## src/cbm_pkg.sv

```systemverilog
// Shared types, codes and constants of the cartridge bank mapper.
`default_nettype none

package cbm_pkg;

   localparam int PICTURE_SLOTS_DEFAULT = 8;
   localparam int PRG_SLOTS = 3;
   localparam int PRG_COUNT_W = 7;

   localparam logic [PRG_COUNT_W-1:0] PRG_BANK_COUNT_RESET = 7'd64;
   localparam logic [14:0] COUNT_MAX = 15'h7FFF;
   localparam logic [3:0] PAGE_BITS_RESET = 4'b1100;

   // Request modes.
   localparam logic [2:0] MODE_BUS_WRITE = 3'd0;
   localparam logic [2:0] MODE_BUS_READ = 3'd1;
   localparam logic [2:0] MODE_TICK = 3'd2;
   localparam logic [2:0] MODE_CPU_XLATE = 3'd3;
   localparam logic [2:0] MODE_PIC_XLATE = 3'd4;

   // Sound port access codes.
   localparam logic [1:0] SND_NONE = 2'd0;
   localparam logic [1:0] SND_DATA_WRITE = 2'd1;
   localparam logic [1:0] SND_DATA_READ = 2'd2;
   localparam logic [1:0] SND_ADDR_WRITE = 2'd3;

   // Mirroring codes.
   localparam logic [1:0] MIRROR_SINGLE_A = 2'd0;
   localparam logic [1:0] MIRROR_SINGLE_B = 2'd1;
   localparam logic [1:0] MIRROR_HORIZONTAL = 2'd2;
   localparam logic [1:0] MIRROR_VERTICAL = 2'd3;

   // 2 KiB cpu windows, decoded from address bits 15..11.
   localparam logic [4:0] WIN_SOUND_DATA = 5'h09;
   localparam logic [4:0] WIN_COUNT_LO = 5'h0A;
   localparam logic [4:0] WIN_COUNT_HI = 5'h0B;
   localparam logic [4:0] WIN_PICTURE_FIRST = 5'h10;
   localparam logic [4:0] WIN_PICTURE_LAST = 5'h17;
   localparam logic [4:0] WIN_PAGE_FIRST = 5'h18;
   localparam logic [4:0] WIN_PAGE_LAST = 5'h1B;
   localparam logic [4:0] WIN_PRG0 = 5'h1C;
   localparam logic [4:0] WIN_PRG1 = 5'h1D;
   localparam logic [4:0] WIN_PRG2 = 5'h1E;
   localparam logic [4:0] WIN_SOUND_ADDR = 5'h1F;

   typedef struct packed {
      logic [2:0]  mode;
      logic [15:0] address;
      logic [7:0]  data;
      logic [7:0]  cycles;
   } req_payload_type;

   typedef struct packed {
      logic [7:0] bus_rdata;
      logic       read_valid;
      logic       irq_line;
      logic [7:0] bank_number;
      logic       bank_valid;
      logic [1:0] mirror_mode;
      logic       sound_on;
      logic [1:0] sound_access;
   } rsp_payload_type;

   // Bit 0 of pages is the first nametable page.
   function automatic logic [1:0] mirror_decode(input logic [3:0] pages);
      logic [1:0] code;
      if (pages == 4'b0000) begin
         code = MIRROR_SINGLE_A;
      end else if (pages == 4'b1111) begin
         code = MIRROR_SINGLE_B;
      end else if (pages == 4'b1100) begin
         code = MIRROR_HORIZONTAL;
      end else begin
         code = MIRROR_VERTICAL;
      end
      return code;
   endfunction

endpackage

`default_nettype wire

```

## src/cbm_if.sv

```systemverilog
// Request and response channel interfaces of the cartridge bank mapper.
`default_nettype none

interface cbm_req_if import cbm_pkg::*; ();
   logic            valid;
   logic            ready;
   req_payload_type payload;

   modport source(output valid, output payload, input ready);
   modport sink(input valid, input payload, output ready);
endinterface

interface cbm_rsp_if import cbm_pkg::*; ();
   logic            valid;
   logic            ready;
   rsp_payload_type payload;

   modport source(output valid, output payload, input ready);
   modport sink(input valid, input payload, output ready);
endinterface

`default_nettype wire

```

## src/cartridge_bank_mapper_with_irq_counter.sv

```systemverilog
// Top level of the cartridge bank mapper with its saturating interrupt counter.
// The mapper takes one request per clock while the response side is not stalled, and
// returns one response for each, in order. A request is latched into an input register,
// decoded combinationally against the bank, page, counter and sound registers, and its
// response lands in an output register once that register is empty or being taken.
// The output register lets a new request in while an earlier response waits. The counter
// add and saturation, the write decode and the translation lookups are all combinational
// between the input and output registers. Response flags for irq_line, mirror_mode and
// sound_on show the state after the request has taken effect; reads and translations use
// the state as it stood. The program bank count written through csr_wr_data must only
// change while idle.
`default_nettype none

module cartridge_bank_mapper_with_irq_counter import cbm_pkg::*; #(
   parameter int PICTURE_SLOTS = PICTURE_SLOTS_DEFAULT
) (
   input  logic                   clock,
   input  logic                   reset,
   cbm_req_if.sink                req_chan,
   cbm_rsp_if.source              rsp_chan,
   input  logic                   csr_wr_en,
   input  logic [PRG_COUNT_W-1:0] csr_wr_data
);

   localparam int SLOT_BITS = $clog2(PICTURE_SLOTS);

   logic            s1_valid_ff;
   req_payload_type s1_req_ff;
   logic            rsp_valid_ff;
   rsp_payload_type rsp_payload_ff;
   rsp_payload_type rsp_payload_in;
   logic            advance;

   logic [7:0]             picture_bank_ff [PICTURE_SLOTS];
   logic [7:0]             picture_bank_in [PICTURE_SLOTS];
   logic [5:0]             program_bank_ff [PRG_SLOTS];
   logic [5:0]             program_bank_in [PRG_SLOTS];
   logic [3:0]             page_bits_ff;
   logic [3:0]             page_bits_in;
   logic [14:0]            tick_count_ff;
   logic [14:0]            tick_count_in;
   logic                   count_enable_ff;
   logic                   count_enable_in;
   logic                   irq_pending_ff;
   logic                   irq_pending_in;
   logic                   sound_enable_ff;
   logic                   sound_enable_in;
   logic [PRG_COUNT_W-1:0] prg_bank_count_ff;

   logic [15:0] tick_sum;
   logic [4:0]  window;

   assign advance = s1_valid_ff && (!rsp_valid_ff || rsp_chan.ready);
   assign req_chan.ready = !s1_valid_ff || advance;
   assign rsp_chan.valid = rsp_valid_ff;
   assign rsp_chan.payload = rsp_payload_ff;

   assign window = s1_req_ff.address[15:11];
   assign tick_sum = {1'b0, tick_count_ff} + {8'b0, s1_req_ff.cycles};

   // Next state of the mapper registers and the response for the request in stage one.
   always_comb begin
      picture_bank_in = picture_bank_ff;
      program_bank_in = program_bank_ff;
      page_bits_in = page_bits_ff;
      tick_count_in = tick_count_ff;
      count_enable_in = count_enable_ff;
      irq_pending_in = irq_pending_ff;
      sound_enable_in = sound_enable_ff;

      rsp_payload_in = '0;

      unique case (s1_req_ff.mode)
         MODE_BUS_WRITE: begin
            case (window) inside
               WIN_SOUND_DATA: begin
                  rsp_payload_in.sound_access = SND_DATA_WRITE;
               end
               WIN_COUNT_LO: begin
                  tick_count_in = {tick_count_ff[14:8], s1_req_ff.data};
                  irq_pending_in = 1'b0;
               end
               WIN_COUNT_HI: begin
                  tick_count_in = {s1_req_ff.data[6:0], tick_count_ff[7:0]};
                  count_enable_in = s1_req_ff.data[7];
                  irq_pending_in = 1'b0;
               end
               [WIN_PICTURE_FIRST:WIN_PICTURE_LAST]: begin
                  picture_bank_in[s1_req_ff.address[11 +: SLOT_BITS]] = s1_req_ff.data;
               end
               [WIN_PAGE_FIRST:WIN_PAGE_LAST]: begin
                  page_bits_in[s1_req_ff.address[12:11]] = s1_req_ff.data[0];
               end
               WIN_PRG0: begin
                  program_bank_in[0] = s1_req_ff.data[5:0];
                  sound_enable_in = !s1_req_ff.data[6];
               end
               WIN_PRG1: begin
                  program_bank_in[1] = s1_req_ff.data[5:0];
               end
               WIN_PRG2: begin
                  program_bank_in[2] = s1_req_ff.data[5:0];
               end
               WIN_SOUND_ADDR: begin
                  rsp_payload_in.sound_access = SND_ADDR_WRITE;
               end
               default: begin
               end
            endcase
         end
         MODE_BUS_READ: begin
            case (window)
               WIN_SOUND_DATA: begin
                  rsp_payload_in.sound_access = SND_DATA_READ;
               end
               WIN_COUNT_LO: begin
                  rsp_payload_in.bus_rdata = tick_count_ff[7:0];
                  rsp_payload_in.read_valid = 1'b1;
               end
               WIN_COUNT_HI: begin
                  rsp_payload_in.bus_rdata = {count_enable_ff, tick_count_ff[14:8]};
                  rsp_payload_in.read_valid = 1'b1;
               end
               default: begin
               end
            endcase
         end
         MODE_TICK: begin
            // The counter stops at its maximum and raises the interrupt on reaching it.
            if (count_enable_ff && (tick_count_ff != COUNT_MAX)) begin
               if (tick_sum >= {1'b0, COUNT_MAX}) begin
                  tick_count_in = COUNT_MAX;
                  irq_pending_in = 1'b1;
               end else begin
                  tick_count_in = tick_sum[14:0];
               end
            end
         end
         MODE_CPU_XLATE: begin
            if (s1_req_ff.address[15] && (prg_bank_count_ff != '0)) begin
               rsp_payload_in.bank_valid = 1'b1;
               case (s1_req_ff.address[14:13])
                  2'd0: rsp_payload_in.bank_number = {2'b0, program_bank_ff[0]};
                  2'd1: rsp_payload_in.bank_number = {2'b0, program_bank_ff[1]};
                  2'd2: rsp_payload_in.bank_number = {2'b0, program_bank_ff[2]};
                  default: begin
                     rsp_payload_in.bank_number =
                        {1'b0, prg_bank_count_ff - PRG_COUNT_W'(1)};
                  end
               endcase
            end
         end
         MODE_PIC_XLATE: begin
            if (s1_req_ff.address[15:13] == 3'b000) begin
               rsp_payload_in.bank_valid = 1'b1;
               rsp_payload_in.bank_number =
                  picture_bank_ff[s1_req_ff.address[10 +: SLOT_BITS]];
            end
         end
         default: begin
         end
      endcase

      rsp_payload_in.irq_line = irq_pending_in;
      rsp_payload_in.mirror_mode = mirror_decode(page_bits_in);
      rsp_payload_in.sound_on = sound_enable_in;
   end

   always_ff @(posedge clock) begin
      if (reset) begin
         s1_valid_ff <= 1'b0;
      end else if (req_chan.ready) begin
         s1_valid_ff <= req_chan.valid;
      end
   end

   always_ff @(posedge clock) begin
      if (req_chan.valid && req_chan.ready) begin
         s1_req_ff <= req_chan.payload;
      end
   end

   always_ff @(posedge clock) begin
      if (reset) begin
         rsp_valid_ff <= 1'b0;
      end else if (advance) begin
         rsp_valid_ff <= 1'b1;
      end else if (rsp_chan.ready) begin
         rsp_valid_ff <= 1'b0;
      end
   end

   always_ff @(posedge clock) begin
      if (advance) begin
         rsp_payload_ff <= rsp_payload_in;
      end
   end

   always_ff @(posedge clock) begin
      if (reset) begin
         for (int i = 0; i < PICTURE_SLOTS; i++) begin
            picture_bank_ff[i] <= '0;
         end
         for (int i = 0; i < PRG_SLOTS; i++) begin
            program_bank_ff[i] <= '0;
         end
         page_bits_ff <= PAGE_BITS_RESET;
         tick_count_ff <= '0;
         count_enable_ff <= 1'b0;
         irq_pending_ff <= 1'b0;
         sound_enable_ff <= 1'b1;
      end else if (advance) begin
         picture_bank_ff <= picture_bank_in;
         program_bank_ff <= program_bank_in;
         page_bits_ff <= page_bits_in;
         tick_count_ff <= tick_count_in;
         count_enable_ff <= count_enable_in;
         irq_pending_ff <= irq_pending_in;
         sound_enable_ff <= sound_enable_in;
      end
   end

   always_ff @(posedge clock) begin
      if (reset) begin
         prg_bank_count_ff <= PRG_BANK_COUNT_RESET;
      end else if (csr_wr_en) begin
         prg_bank_count_ff <= csr_wr_data;
      end
   end

endmodule

`default_nettype wire

```

## src/flat_wrapper.sv

```systemverilog
// flat-port wrapper written by rule: the top's interface ports become plain ports
module cartridge_bank_mapper_with_irq_counter_flat import cbm_pkg::*;
#(
   parameter int PICTURE_SLOTS = PICTURE_SLOTS_DEFAULT
)
  (clock, reset, csr_wr_en, csr_wr_data, req_chan_valid, req_chan_payload, req_chan_ready, rsp_chan_valid, rsp_chan_payload, rsp_chan_ready);
  cbm_req_if req_chan_i ();
  cbm_rsp_if rsp_chan_i ();
  input  logic clock;
  input  logic reset;
  input  logic csr_wr_en;
  input  logic [PRG_COUNT_W-1:0] csr_wr_data;
  input wire logic [$bits(req_chan_i.valid)-1:0] req_chan_valid;
  input wire logic [$bits(req_chan_i.payload)-1:0] req_chan_payload;
  output wire logic [$bits(req_chan_i.ready)-1:0] req_chan_ready;
  output wire logic [$bits(rsp_chan_i.valid)-1:0] rsp_chan_valid;
  output wire logic [$bits(rsp_chan_i.payload)-1:0] rsp_chan_payload;
  input wire logic [$bits(rsp_chan_i.ready)-1:0] rsp_chan_ready;
  assign req_chan_i.valid = req_chan_valid;
  assign req_chan_i.payload = req_chan_payload;
  assign req_chan_ready = req_chan_i.ready;
  assign rsp_chan_valid = rsp_chan_i.valid;
  assign rsp_chan_payload = rsp_chan_i.payload;
  assign rsp_chan_i.ready = rsp_chan_ready;
  cartridge_bank_mapper_with_irq_counter #(.PICTURE_SLOTS(PICTURE_SLOTS)) u_core (.clock(clock), .reset(reset), .req_chan(req_chan_i), .rsp_chan(rsp_chan_i), .csr_wr_en(csr_wr_en), .csr_wr_data(csr_wr_data));
endmodule
```

## config.mk

```make
export PLATFORM = sky130hd
export DESIGN_NAME = cartridge_bank_mapper_with_irq_counter_flat
export DESIGN_NICKNAME = d
export VERILOG_FILES = /design/src/cbm_pkg.sv /design/src/cbm_if.sv /design/src/cartridge_bank_mapper_with_irq_counter.sv /design/src/flat_wrapper.sv
export SDC_FILE = /design/constraint.sdc
export NUM_CORES = 1
export LEC_CHECK = 0
export BUFFER_PORTS_ARGS = -buffer_cell sky130_fd_sc_hd__buf_2
export CAP_MARGIN = 25
export CORE_ASPECT_RATIO = 1.25
export CORE_MARGIN = 5
export CORE_UTILIZATION = 50
export CTS_BUF_LIST = sky130_fd_sc_hd__clkbuf_2
export CTS_CLUSTER_SIZE = 40
export DETAILED_ROUTE_END_ITERATION = 6
export PLACE_DENSITY = 0.83
export SETUP_SLACK_MARGIN = 0.15
export SKIP_LAST_GASP = 1
export SYNTH_ARGS = -nofsm -noshare
export SYNTH_HDL_FRONTEND = slang
export SYNTH_SLANG_ARGS = --single-unit
```

## constraint.sdc

```tcl
create_clock -name clock -period 2.26 [get_ports clock]
set_clock_uncertainty 0.15 [all_clocks]
set_input_delay 0.113 -clock clock [delete_from_list [all_inputs] [get_ports clock]]
set_output_delay 0.113 -clock clock [all_outputs]
set_load 0.005 [all_outputs]
```

### Word-level counts from Yosys, hierarchy flattened

Cells that the tools add are included.

| operators by class | value |
|---|---|
| bitwise operators | 9 |
| equality and inequality tests | 21 |
| $lt $le $gt $ge | 10 |
| reduce and logical (&&, ||, !) cells | 28 |
| add/sub/neg operators | 2 |
| multiplexer cells | 54 |

Operator list:

| kind | number |
|---|---|
| $mux W15 | 5 |
| $bwmux W64 | 1 |
| $pmux W9 S2 | 2 |
| $pmux W15 S2 | 1 |
| $bmux W8 S3 | 1 |
| $demux W8 S3 | 1 |
| $mux W4 | 6 |
| $mux W8 | 3 |
| $pmux W7 S3 | 1 |
| $eq A5 B5 Y1 const B | 4 |
| $mux W2 | 10 |
| $mux W9 | 2 |
| $mux W1 | 17 |
| $add A15 B8 Y16 | 1 |
| $ge A16 B15 Y1 const B | 1 |
| $eq A5 B4 Y1 const B | 3 |
| $ne A15 B15 Y1 const B | 1 |
| $reduce_and A6 Y1 | 2 |
| $ge A5 B5 Y1 const B | 2 |
| $le A5 B5 Y1 const B | 2 |
| $reduce_and A10 Y1 | 1 |
| $reduce_and A5 Y1 | 2 |
| $reduce_and A9 Y1 | 1 |
| $eq A4 B4 Y1 const B | 2 |
| 28 further kinds | 52 |

| word-level totals | value |
|---|---|
| output and inout port bits | 26 |
| word-level logic and storage cells | 157 |
| register bits | 172 |

### Logic depth before layout (Yosys ltp)

| logic depth | value |
|---|---|
| word-level depth | 14 |
| mapped depth | 9 |
| gate-level depth less buffers | 9 |

### Worst setup path before layout

No wires, ideal clock.

| timing | value |
|---|---|
| kind | flip-flop to flip-flop |
| start point | register u_core.s1_req_ff[0] in the netlist's numbering |
| end point | register u_core.tick_count_ff[14] |
| stages on the path, launching flop included | 10 |
| library setup time | 0.134 ns |
| clock period less this slack | 2.473 ns |
| data arrival time | 2.190 ns |
| buffers on the path | 0 |
| path slack | -0.213 ns |
| path through | edfxtp_1 > ha_1 > fa_1 > a21o_1 > a221oi_2 > a21oi_1 > nand4_1 > xnor2_1 > a2111oi_0 > nor3_1 |

| on the way | value |
|---|---|
| longest elaborated chain between the ends | 5 |

RTL lines:

| item | line | text |
|---|---|---|
| start, declared | cartridge_bank_mapper_with_irq_counter.sv:28 | `req_payload_type s1_req_ff;` |
| start signal, assigned | cartridge_bank_mapper_with_irq_counter.sv:179 | `s1_req_ff <= req_chan.payload;` |
| $add A15 B8 Y16 * | cartridge_bank_mapper_with_irq_counter.sv:59 | `assign tick_sum = {1'b0, tick_count_ff} + {8'b0, s1_req_ff.cycles};` |
| $ge A16 B15 Y1 | cartridge_bank_mapper_with_irq_counter.sv:131 | `if (tick_sum >= {1'b0, COUNT_MAX}) begin` |
| $mux W15 * | cartridge_bank_mapper_with_irq_counter.sv:131 |  |
| $mux W15 * | cartridge_bank_mapper_with_irq_counter.sv:130 | `if (count_enable_ff && (tick_count_ff != COUNT_MAX)) begin` |
| $pmux W15 S2 * | cartridge_bank_mapper_with_irq_counter.sv:73 | `unique case (s1_req_ff.mode)` |
| end signal, assigned | cartridge_bank_mapper_with_irq_counter.sv:216 | `tick_count_ff <= tick_count_in;` |
| end, declared | cartridge_bank_mapper_with_irq_counter.sv:40 | `logic [14:0] tick_count_ff;` |

Every way passes the cells marked *; elsewhere a longest branch is shown, timed or not. The select of a mux whose other input is x is not followed.
A chain may end at the register's enable or synchronous reset.

### Final worst setup path

| timing | value |
|---|---|
| start point | register u_core.s1_req_ff[0] in the netlist's numbering |
| end point | register u_core.rsp_payload_ff (netlist bit u_core.rsp_chan.payload[14]), data pin |

| on the way | value |
|---|---|
| longest elaborated chain between the ends | 5 |

RTL lines:

| item | line | text |
|---|---|---|
| $add A15 B8 Y16 | cartridge_bank_mapper_with_irq_counter.sv:59 |  |
| $ge A16 B15 Y1 | cartridge_bank_mapper_with_irq_counter.sv:131 |  |
| $mux W1 | cartridge_bank_mapper_with_irq_counter.sv:131 |  |
| $mux W1 | cartridge_bank_mapper_with_irq_counter.sv:130 |  |
| $pmux W1 S2 | cartridge_bank_mapper_with_irq_counter.sv:73 |  |
| named net u_core.irq_pending_in | cartridge_bank_mapper_with_irq_counter.sv:45 | `logic irq_pending_in;` |
| end signal, assigned | cartridge_bank_mapper_with_irq_counter.sv:195 | `rsp_payload_ff <= rsp_payload_in;` |
| end, declared | cartridge_bank_mapper_with_irq_counter.sv:30 | `rsp_payload_type rsp_payload_ff;` |

The timed path passes the listed nets, and every way through them passes these cells.

==> results.md <==
- Power Dens Cells: 505 nW/µm²
- Commonest non-fill, non-tap cells in the layout: 108 x dfxtp_1, 92 x buf_4, 84 x dlygate4sd3_1, 80 x nor2_1, 61 x buf_2
- Main combinational cell family by area after synthesis: compound AO/OA/AOI/OAI gates
- Final nets: 1072
- Post-Syn Area: 7670 µm²
- Max-slew headroom: 0.375
- Slew @ Worst Pin: 0.938 ns
- CTS tree: yes
- H-tree depth: 4
- Commonest non-fill, non-tap cell in the layout: dfxtp_1
- Post-synth EDFFs: 49
- Layout cells sized above 1: 0.375
- Worst slack, placed: -0.399 ns
- Failing checks: DRC, setup timing
- Gpl congestion: 0.870
- Area leader, netlist: dfxtp_1
- Vias/cell: 6.30
- Sequential-to-total area share from yosys stat: 0.487
- Routed len/inst: 21.9 µm
- Type of origin of the critical path: flop
- Top_reg_cell synth: dfxtp_1
- Status: finished, violations left
- Max-slew violations: 0
- Hold Crit Class: in2reg
- Root buf cell: clkbuf_2
- Setup-failing EPs final: 45
- Leak: 4.11 nW
- Post-route minimum period: 2.70 ns
- Post-synth ARST share: 0
- Worst IR drop on VDD: 0.381 mV
- Routed Antenna Nets: 0
- Post-layout util: 0.728
- Tot Pwr: 5.52 mW
- Synth Instances: 778
- Drt total wl: 26600 µm
- # IOs: 73
- Core area: 15000 µm²
- Initial antenna violation count: 2
- Fmax: 0.370 GHz
- Final Instance Count excl. Fillers: 1212
- Setup crit end kind: flop
- Clock Latency Late Sink: 0.84 ns
- Largest net degree at the start of global routing: 70
- Ranking of synthesized cells by area: dfxtp_1 30%, edfxtp_1 19%, mux2i_1 7.7%
- Final Cycle Share: 1.19
- Total grt overflow: 0
- Reg2reg setup slack: -0.44 ns
- Fin Hold WS: 0.296 ns
- Yosys reg bits: 162
- Max Cap Violations: 0
- Vias: 7634
- Crit path DAT: 3.14 ns
- Clock slew at reported path FFs: 0.32 ns
- Drc violations: 2
- Top-area cell type share of the netlist area: 0.295
- Reg2Reg Depth: 9
- Compound-Gate Fraction of Synth Area: 0.168
- Starting DRT DRC Count: 1092
- Total track usage: 0.266
- Router iterations before antenna repair: 7
- Post-synthesis mux area share: 0.124
- Synth Area in Simple Gates: 0.146
- WS Path Type: reg2reg
- Ys Warns: 0
- Hold Fails Final Rpt: 0
- Post-DP HPWL: 14300 µm
- Xor and xnor area share after synthesis: 0.0183
- RSZ-0062 raised after global routing: yes
- Die height: 148 µm
- Initial core utilization: 0.511
- Clock buffer depth: 2
- Synth Area per Inst: 9.85 µm²
- Syn nets: 836
- Placed cell count: 1064
- Vias in the first global route: 7143
- IO buf count: 62
- Worst Path Required: 2.70 ns
- Total CTS buffers: 17
- Final worst slack: -0.440 ns
- DIE AREA: 17900 µm²
- Die X: 121 µm
- Critical Path Fanout Max: 3
- Hold path cells: 3
- Adder-cell share of the synthesized area: 0.0189
- Rows: 50
- Syn-to-layout area delta: 42.7%
- First-pass GRT wire length: 37500 µm
- Sink Count: 162
- Synth unique cells: 64
[sequential cells by signal, summed over array words and instances, names as in the netlist, 4 cells and up]
name and cells:
u_core.page_bits_ff 4, u_core.picture_bank_ff 64, u_core.prg_bank_count_ff 7, u_core.program_bank_ff 18, u_core.rsp_chan.payload 24, u_core.s1_req_ff 25
u_core.tick_count_ff 15
[cell usage after synthesis, types with 13 or more instances]
| cell | n |
|---|---|
| dfxtp_1 | 113 |
| edfxtp_1 | 49 |
| mux4_2 | 16 |
| nand2_1 | 76 |
| a21oi_1 | 83 |
| nor2_1 | 88 |
| mux2i_1 | 59 |
| o21ai_0 | 62 |
| clkbuf_1 | 40 |
| a211oi_1 | 13 |
| inv_1 | 18 |
[layer usage]
metal | vias to the layer above | wire (µm) | global-route usage
met5 | - | 0 | 0
met4 | 0 | 1700 | 0.145
met3 | 146 | 2420 | 0.0593
met2 | 587 | 12800 | 0.443
met1 | 3616 | 9670 | 0.321
li1 | 3285 | - | -
[timing repair]
| item | in CTS | in global routing |
|---|---|---|
| hold buffers | 86 | 0 |
| setup endpoints to repair | 63 | 119 |
| cloned | 1 | 0 |
| gates resized for setup | 54 | 170 |
| pin swaps | 33 | 60 |
| hold endpoints to repair | 163 | 0 |
| setup buffers | 18 | 11 |
[where the power goes]
part	switching, mW	internal (mW)	total, mW
clock network	1.20	0.549	1.74
registers	0.0912	3.07	3.16
logic	0.317	0.301	0.618
[path summary, 6_finish.rpt]
path                             startpoint                           to
hold reg to reg   u_core.picture_bank_ff[9]    u_core.picture_bank_ff[9]
setup reg to reg        u_core.s1_req_ff[0]  u_core.rsp_chan.payload[14]
setup / recovery        u_core.s1_req_ff[0]  u_core.rsp_chan.payload[14]
hold / removal                        reset   u_core.picture_bank_ff[30]
[final cells by class]
class	count	area, µm²
fill	916	4080
sequential	162	3740
timing repair buffer	271	2280
inverter	18	67.6
tap	182	228
clock buffer	17	85.1
clock inverter	15	175
antenna	3	7.51
multi-input combinational	544	4360
[stage by stage]
step / TNS (ns) / instance area (µm²)
floorplan: -0.355 / 7740
global placement: -2.48 / 8810
detailed placement: -4.04 / 8810
CTS: -3.06 / 10300
global route: -8.63 / 10900
finish: -6.60 / 10900
[critical path: stages (launching register included)]
cell	delay (ns)
edfxtp_1	0.45
ha_2	0.20
fa_2	0.35
a21o_1	0.21
a221oi_4	0.33
o21ai_1	0.12
xnor2_1	0.23
nor2_1	0.11
a31oi_2	0.21
o21ai_1	0.09
[kinds of logic after synthesis]
| family | count (synthesis) |
|---|---|
| AO/OA/AOI/OAI | 212 |
| XOR/XNOR | 16 |
| adder cells (fa/ha/maj) | 11 |
| buffers and inverters | 72 |
| flip-flops | 162 |
| multiplexers | 75 |
| AND/OR/NAND/NOR | 230 |
Note: power is estimated with default switching activity, not from simulation.
